`config.mk`:
```
export PLATFORM = sky130hd
export DESIGN_NAME = tcag_ctrl
export DESIGN_NICKNAME = d
export VERILOG_FILES = /design/src/design/tcag_pkg.sv /design/src/design/tcag_ctrl.sv
export SDC_FILE = /design/constraint.sdc
export NUM_CORES = 1
export LEC_CHECK = 0
export ABC_AREA = 1
export BUFFER_PORTS_ARGS = -buffer_cell sky130_fd_sc_hd__buf_2
export CORE_MARGIN = 2
export CORE_UTILIZATION = 35
export CTS_CLUSTER_SIZE = 10
export DETAILED_ROUTE_END_ITERATION = 10
export PLACE_DENSITY = 0.61
export SYNTH_ARGS = -nofsm -noshare
export SYNTH_HDL_FRONTEND = slang
export SYNTH_SLANG_ARGS = --single-unit
```
`constraint.sdc`:
```
create_clock -name clock -period 1.6 [get_ports clock]
set_clock_uncertainty 0.05 [all_clocks]
set_input_delay 0 -clock clock [delete_from_list [all_inputs] [get_ports clock]]
set_output_delay 0 -clock clock [all_outputs]
set_load 0.05 [all_outputs]
```
`src/design/tcag_pkg.sv`:
```
`timescale 1ns / 1ps
// ----------------------------------------------------------------------------
// tcag_pkg
// Shared types, constants and helpers of the toroidal cellular automaton grid.
// ----------------------------------------------------------------------------
package tcag_pkg;

   localparam int COLS        = 64;
   localparam int ROWS        = 64;
   localparam int CELL_COUNT  = COLS * ROWS;
   localparam int XW          = $clog2(COLS);
   localparam int YW          = $clog2(ROWS);
   localparam int ADDR_W      = $clog2(CELL_COUNT);
   localparam int CNT_W       = ADDR_W + 1;
   localparam int STEP_W      = 4;

   // actions
   localparam logic [1:0] ACT_WRITE    = 2'd0;
   localparam logic [1:0] ACT_READ     = 2'd1;
   localparam logic [1:0] ACT_LIFE     = 2'd2;
   localparam logic [1:0] ACT_MARGOLUS = 2'd3;

   // datapath operations
   localparam logic [2:0] OP_NONE     = 3'd0;
   localparam logic [2:0] OP_CLEAR    = 3'd1;
   localparam logic [2:0] OP_WRITE    = 3'd2;
   localparam logic [2:0] OP_RD_ISSUE = 3'd3;
   localparam logic [2:0] OP_RD_DONE  = 3'd4;
   localparam logic [2:0] OP_COPY     = 3'd5;
   localparam logic [2:0] OP_LIFE     = 3'd6;
   localparam logic [2:0] OP_MARG     = 3'd7;

   // step numbers of the per-cell and per-block sequences
   localparam logic [STEP_W-1:0] STEP_LAST      = 4'd9;
   localparam logic [STEP_W-1:0] STEP_SELF_DATA = 4'd5;
   localparam logic [STEP_W-1:0] STEP_MARG_SUM  = 4'd5;
   localparam logic [STEP_W-1:0] STEP_MARG_WR   = 4'd6;

   typedef struct packed {
      logic [1:0]        action;
      logic signed [7:0] x_coord;
      logic signed [7:0] y_coord;
      logic [7:0]        write_value;
      logic              block_parity;
   } req_type;

   typedef struct packed {
      logic [7:0] read_value;
      logic [1:0] finished_action;
   } rsp_type;

   typedef struct packed {
      logic              load;
      logic [2:0]        op;
      logic [STEP_W-1:0] step;
      logic              finish;
   } ctrl_cmd_type;

   typedef struct packed {
      logic clear_last;
      logic copy_done;
      logic cell_last;
      logic block_last;
   } dp_status_type;

   // Reduce a signed byte into 0..size-1 by restoring subtraction.
   function automatic logic [10:0] wrap_coord(input logic signed [7:0] v,
                                              input logic [10:0] size);
      logic [7:0]  mag;
      logic [18:0] rem;
      logic [18:0] sub;
      mag = v[7] ? 8'(-v) : 8'(v);
      rem = 19'(mag);
      for (int k = 7; k >= 0; k--) begin
         sub = 19'(size) << k;
         if (rem >= sub) begin
            rem = rem - sub;
         end
      end
      if (v[7] && (rem != 19'd0)) begin
         rem = 19'(size) - rem;
      end
      return rem[10:0];
   endfunction

endpackage

```
`src/design/tcag_ctrl.sv`:
```
`timescale 1ns / 1ps
// ----------------------------------------------------------------------------
// tcag_ctrl
// Controller: sequences clear, access and generation passes over the datapath.
// ----------------------------------------------------------------------------
module tcag_ctrl (
   input  logic                    clock,
   input  logic                    reset,
   input  logic                    start,
   input  logic [1:0]              action,
   input  tcag_pkg::dp_status_type sts,
   output logic                    busy,
   output tcag_pkg::ctrl_cmd_type  cmd
);
   import tcag_pkg::*;

   localparam logic [2:0] S_CLEAR    = 3'd0;
   localparam logic [2:0] S_IDLE     = 3'd1;
   localparam logic [2:0] S_WRITE    = 3'd2;
   localparam logic [2:0] S_RD_ISSUE = 3'd3;
   localparam logic [2:0] S_RD_DONE  = 3'd4;
   localparam logic [2:0] S_COPY     = 3'd5;
   localparam logic [2:0] S_LIFE     = 3'd6;
   localparam logic [2:0] S_MARG     = 3'd7;

   logic [2:0]        state_ff, state_in;
   logic [STEP_W-1:0] step_ff, step_in;
   logic              finish;
   logic [2:0]        op;

   assign busy = (state_ff != S_IDLE);

   always_comb begin
      state_in = state_ff;
      step_in  = step_ff;
      finish   = 1'b0;
      op       = OP_NONE;
      case (state_ff)
         S_CLEAR: begin
            op = OP_CLEAR;
            if (sts.clear_last) begin
               state_in = S_IDLE;
            end
         end
         S_IDLE: begin
            step_in = '0;
            if (start) begin
               case (action)
                  ACT_WRITE: state_in = S_WRITE;
                  ACT_READ:  state_in = S_RD_ISSUE;
                  ACT_LIFE:  state_in = S_COPY;
                  default:   state_in = S_MARG;
               endcase
            end
         end
         S_WRITE: begin
            op       = OP_WRITE;
            finish   = 1'b1;
            state_in = S_IDLE;
         end
         S_RD_ISSUE: begin
            op       = OP_RD_ISSUE;
            state_in = S_RD_DONE;
         end
         S_RD_DONE: begin
            op       = OP_RD_DONE;
            finish   = 1'b1;
            state_in = S_IDLE;
         end
         S_COPY: begin
            op = OP_COPY;
            if (sts.copy_done) begin
               state_in = S_LIFE;
               step_in  = '0;
            end
         end
         S_LIFE, S_MARG: begin
            op = (state_ff == S_LIFE) ? OP_LIFE : OP_MARG;
            if (step_ff == STEP_LAST) begin
               step_in = '0;
               if ((state_ff == S_LIFE) ? sts.cell_last : sts.block_last) begin
                  finish   = 1'b1;
                  state_in = S_IDLE;
               end
            end else begin
               step_in = step_ff + STEP_W'(1);
            end
         end
         default: begin
            state_in = S_IDLE;
         end
      endcase
   end

   always_ff @(posedge clock) begin
      if (reset) begin
         state_ff <= S_CLEAR;
         step_ff  <= '0;
      end else begin
         state_ff <= state_in;
         step_ff  <= step_in;
      end
   end

   assign cmd.load   = start && !busy;
   assign cmd.op     = op;
   assign cmd.step   = step_ff;
   assign cmd.finish = finish;

endmodule

```
==> results of run 1 <==
## state kept, by name, indices dropped and copies added, names as in the netlist
signal	count
state_ff	3
step_ff	4
## where the power goes
part | total, mW | switching, mW | internal [mW] | leakage, nW
Clock | 0.163 | 0.0681 | 0.0954 | 0.0150
Combinational | 0.764 | 0.553 | 0.210 | 0.315
Sequential | 0.268 | 0.0520 | 0.216 | 0.0573
Total | 1.19 | 0.674 | 0.521 | 0.387
## cells in the final DEF, fill, tap and decap left out, types with 2 or more instances in the layout
master    synthesis  routed
nand2_1          24      24
buf_2             0      17
inv_1            13      13
nor2_1           13      12
nand3_1           7       7
dfxtp_1           7       7
inv_2             4       4
nor2_2            2       3
nand2_2           3       3
clkbuf_4          0       3
nor3_1            2       2
o21ai_0           2       2
ha_1              2       2
buf_4             1       2
## worst max-delay path by stage
stage                start           to  slack, ns
2_1_floorplan   step_ff[0]  state_ff[2]       0.05
3_3_place_gp    step_ff[1]       cmd[0]       0.35
3_5_place_dp   state_ff[2]  state_ff[0]       0.35
4_1_cts         step_ff[1]       cmd[0]       0.07
5_1_grt         step_ff[1]       cmd[0]       0.02
6_report        step_ff[1]       cmd[0]       0.14
## repair_timing
item	CTS	global route
setup endpoints to repair	0	1
gates resized for setup	0	2
endpoints found under the hold margin	2	0
setup buffers	0	0
hold buffers	1	0
## per-layer routing
metal	GRT usage [%]	part of all wire, %	up-vias
li1	-	-	309
met3	7.50	4.8	2
met4	5.45	0.86	0
met2	20.9	45	10
met1	18.5	50	259
met5	0	0	-
## synthesized netlist by cell type
master	instances	area, µm²
a21oi_1	1	5.00
a21oi_2	1	8.76
buf_4	1	7.51
buf_6	1	11.3
clkbuf_1	2	7.51
dfxtp_1	7	140
ha_1	2	25.0
inv_1	13	48.8
inv_2	4	15.0
nand2_1	24	90.1
nand2_2	3	18.8
nand3_1	7	35.0
nand3_2	1	10.0
nor2_1	13	48.8
nor2_2	2	12.5
nor2_4	1	11.3
nor3_1	2	10.0
o211ai_1	1	7.51
o21ai_0	2	10.0
o21ai_4	1	16.3
or2_0	1	6.26
## worst register-to-register path, cell delays in order, from the launching register on
cell	delay [ns]
dfxtp_1	0.37
nor2_2	0.26
nand3_1	0.16
nand3_1	0.12
nor2_1	0.06
nor2_1	0.09
nor2_1	0.05
## logic make-up after synthesis
family,count (synthesis)
AND/OR/NAND/NOR,54
buffers and inverters,21
flip-flops,7
AO/OA/AOI/OAI,6
adder cells (fa/ha/maj),2
## final cells by class
type,instances,area [µm²],share of cell area [%]
multi-input combinational,62,318,46.9
sequential,7,140,20.7
timing repair buffer,20,110,16.2
inverter,17,63.8,9.41
clock buffer,4,26.3,3.87
tap,16,20.0,2.95
## stage by stage
step           worst slack, ns  instance area, µm²  hold slack [ns]  util [%]
3_5_place_dp             0.352                 639            0.212      42.9
2_1_floorplan           0.0515                 548           0.0973         -
5_1_grt                 0.0247                 678           0.0960      45.5
6_report                 0.143                 678           0.0524      45.5
4_1_cts                 0.0726                 676           0.0455      45.4
3_3_place_gp             0.352                 639            0.213      42.9
==> impl_metrics.toml, run 1 <==
[grt]
grt_pass1_vias = 493
track_usage_pct = 14.5
grt_pass1_wl_um = 1990
grt.overflow.total = 0
grt_max_degree = 10
antenna_found_initial = 0

[die]
io_pins = 19
start_util_pct = 36.6
die_x_um = 43.5
rows = 14
die_area_um2 = 1890
dieHeight_um = 43.5
core_um2 = 1490

[worst_setup_path]
crit_chain = "inv_1 -> ha_1 -> nand3_1 -> nand2_1 -> nand2_2 -> nor3_1 -> buf_4"
crit_path_top_delay_cell = "dfxtp_1"
crit_required_ns = 1.55
crit_family = "simple AND/OR/NAND/NOR gates"
rr_worst_depth = 6
endpoint_kind = "output pin"
path_buf_inv = 2
rrSetupSlack_ns = 0.33
reg2reg_from = "state_ff[2]"
r2r_end = "state_ff[0]"
cp_num_cells = 7
path_max_fanout = 4
critPathKind = "register to output pin"
startpoint_type = "register"
critPathMaxStageDelay_ns = 0.32
critPathArrivalTime_ns = 1.41

[flow_run]
maxCapViolations = 0

[routing]
vias = 580
route.antenna.remaining_nets = 0
wire_per_inst_um = 9.18
viasPerCell = 4.60
dr.pass1.iters = 2
finalWirelength_um = 1160
drtIter0Drc = 10
drc = 0

[timing]
rsz0062_at_grt = "no"
layout_min_cycle_time_ns = 1.46
fin_crit_sh_pct = 91.0
relSlewSlack_pct = 83.4
tns_ns = 0
fmax_ghz = 0.687
slew_viol_final = 0
final-setup-viol-count = 0
tightest_slew_ns = 0.247
finalHoldViolCount = 0

[finish]
layout-drive-gt1-share_pct = 32.7
area_growth_pct = 24.3
fillCellCount = 164
diodes = 0
finalNetCount = 122
final_cells = 126

[power_and_ir_drop]
p_leak_nw = 0.387
vdd_drop_max_v = 0.000828
p_per_area_nw_per_um2 = 1760
power_mw = 1.19

[clock_tree]
cts_tree = "done"
clkTransAtPathRegs_ns = 0.06
cts-root-buf = "clkbuf_4"
clockBufferDepth = 2
htreeDepth = 1
cts_inserted_buffers = 3
cts_sinks = 7
insertion_delay_ns = 0.26

[worst_hold_path]
holdPathEnd = "state_ff[2]"
hold_path_depth = 5
hp-class = "input port to register"
min-delay-start = "action[1]"

[synthesis]
yosysSeqAreaShare_pct = 25.7
synthAdderAreaFrac_pct = 4.59
synth_fp_nets = 101
yosys_warnings = 0
synthSimpleGateAreaFrac_pct = 44.5
synthesis.area_um2 = 546
synth_cell_type_count = 21
synth_top_family_by_area = "simple AND/OR/NAND/NOR gates"
postSynthCellCount = 90
synthMuxAreaShare_pct = 0
synth-seq-cells = 7
syn_avg_cell_area_um2 = 6.06
synth_compound_area_share_pct = 8.72
synth_xor_area_share_pct = 0

[place]
hpwl_um = 952
port_buffers = 18
place_inst = 121
gp_congestion = 0.848

[outcome]
status = "finished, final reports clean"
Note: power is estimated with default switching activity, not from simulation.
==> run 2: changes to the inputs <==
CELL_PAD_IN_SITES_DETAIL_PLACEMENT = 1   (was default)
CELL_PAD_IN_SITES_GLOBAL_PLACEMENT = 2   (was default)
CORE_UTILIZATION = 23   (was 35)
PLACE_DENSITY = 0.76   (was 0.61)
==> run 2 against run 1 <==
Against the previous run: count of clock-buffer cells in the layout is 1 lower; largest power group unchanged; via count stayed put; sequential cell count is the same.
==> impl_metrics.toml, run 2 (synthesis gave the netlist of run 1 again) <==
[outcome]
status = "finished, final reports clean"

[finish]
most-common-layout-cells = "24 x nand2_1, 17 x buf_2, 13 x inv_1"
diodes = 0
fillCellCount = 300
finalNetCount = 121
area_growth_pct = 26.8
largestRegisters = "step_ff x4, state_ff x3"
layout-drive-gt1-share_pct = 33.9
fin_util_pct = 31.0
largest_register_ffs = 4
final_cells = 137
regMostFlops = "step_ff"
final_common_cell = "nand2_1"

[power_and_ir_drop]
p_clk_share_pct = 13.8
switching_share_pct = 57.6
comb_power_share_pct = 63.1
power_mw = 1.20
seqPwrFrac_pct = 23.1
switching_power_mw = 0.693
p_leak_nw = 0.385
vdd_drop_max_v = 0.000587
p_per_area_nw_per_um2 = 1740
intPower_mw = 0.510

[timing]
tightest_slew_ns = 0.300
fin_ws_ns = 0.113
tns_ns = 0
finalHoldViolCount = 0
rsz0062_at_grt = "no"
relSlewSlack_pct = 79.9
final-setup-viol-count = 0
fin_crit_sh_pct = 93.0
slew_viol_final = 0
fmax_ghz = 0.672
layout_min_cycle_time_ns = 1.49

[worst_hold_path]
hp-class = "input port to register"

[die]
dieHeight_um = 52.7
core_um2 = 2230
rows = 17
start_util_pct = 24.4
io_pins = 19
die_x_um = 52.7
die_area_um2 = 2780

[routing]
finalWirelength_um = 1450
dr.pass1.iters = 3
vias = 580
drtIter0Drc = 6
wire_per_inst_um = 10.6
viasPerCell = 4.23
route.antenna.remaining_nets = 0
drc = 0

[grt]
grt_max_degree = 10
grt.overflow.total = 0
grt_pass1_vias = 541
track_usage_pct = 12.2
antenna_found_initial = 0
grt_pass1_wl_um = 2400

[worst_setup_path]
critPathArrivalTime_ns = 1.44
crit_chain = "inv_1 -> ha_1 -> nand3_1 -> nand2_1 -> nand2_2 -> nor3_2 -> buf_4"
critPathMaxStageDelay_ns = 0.34
startpoint_type = "register"
crit_path_top_delay_cell = "dfxtp_1"
crit_required_ns = 1.55
critPathKind = "register to output pin"
path_max_fanout = 4
endpoint_kind = "output pin"

[clock_tree]
cts_inserted_buffers = 3
cts_sinks = 7
clockBufferDepth = 2
clkTransAtPathRegs_ns = 0.07
htreeDepth = 1
cts_tree = "done"
cts_setup_buffers = 0
insertion_delay_ns = 0.26
cts-root-buf = "clkbuf_4"

[place]
hpwl_um = 1150
place_ws_ns = 0.270
port_buffers = 18
gp_congestion = 0.763
place_inst = 132

[flow_run]
maxCapViolations = 0
## run 2: changes by cell type in the layout (fill, tap and decap cells not counted), sizes merged
cell,change
buf,-1
clkbuf,-1
clkinv,+1
## run 2: worst paths after layout
kind                                    end  slack (ns)        start  cells after the start
worst min register to register   step_ff[2]        0.51   step_ff[2]                      3
worst max-delay path                 cmd[0]        0.11   step_ff[1]                      7
worst min-delay path            state_ff[2]        0.14    action[1]                      5
worst max register to register  state_ff[2]        0.22  state_ff[0]                      7
## run 2: through the flow
stage | area, µm² | hold slack [ns]
6_report | 692 | 0.137
5_1_grt | 692 | 0.192
4_1_cts | 687 | 0.135
3_5_place_dp | 647 | 0.260
3_3_place_gp | 647 | 0.257
2_1_floorplan | 548 | 0.0973
## run 2: timing repair
action / in CTS / in global routing
resized for setup: 1 / 1
hold buffers: 1 / 0
hold endpoints to repair: 2 / 0
endpoints found under the setup margin: 1 / 1
## run 2: worst max-delay path, delay by kind of cell (launching register included)
family / cells / cell delay [ns]
adder cells (fa/ha/maj): 1 / 0.14
flip-flops: 1 / 0.34
AND/OR/NAND/NOR: 4 / 0.39
buffers and inverters: 2 / 0.30
## run 2: layout make-up
cell class	instances	area, µm²	share of cell area [%]
Clock inverter	1	5.00	0.723
Multi-Input combinational cell	62	323	46.7
Tap cell	28	35.0	5.06
Timing Repair Buffer	19	103	14.8
Clock buffer	3	22.5	3.25
Inverter	17	63.8	9.22
Sequential cell	7	140	20.3
## run 2: power groups by stage
stage               clock [mW]  combinational, mW  sequential (mW)
floorplan                    0              0.591            0.315
global placement             0              0.737            0.281
detailed placement           0              0.742            0.281
CTS                      0.172              0.757            0.278
global route             0.186              0.829            0.286
finish                   0.166              0.759            0.278
## run 2: metal layers
layer	global-route usage (%)	routed length (µm)	vias to the layer above	share of wire (%)
met5	0	0	-	0
met4	2.56	9	0	0.62
met3	5.14	51	2	3.5
met2	19.6	681	8	47
met1	15.0	707	264	49
li1	-	-	306	-
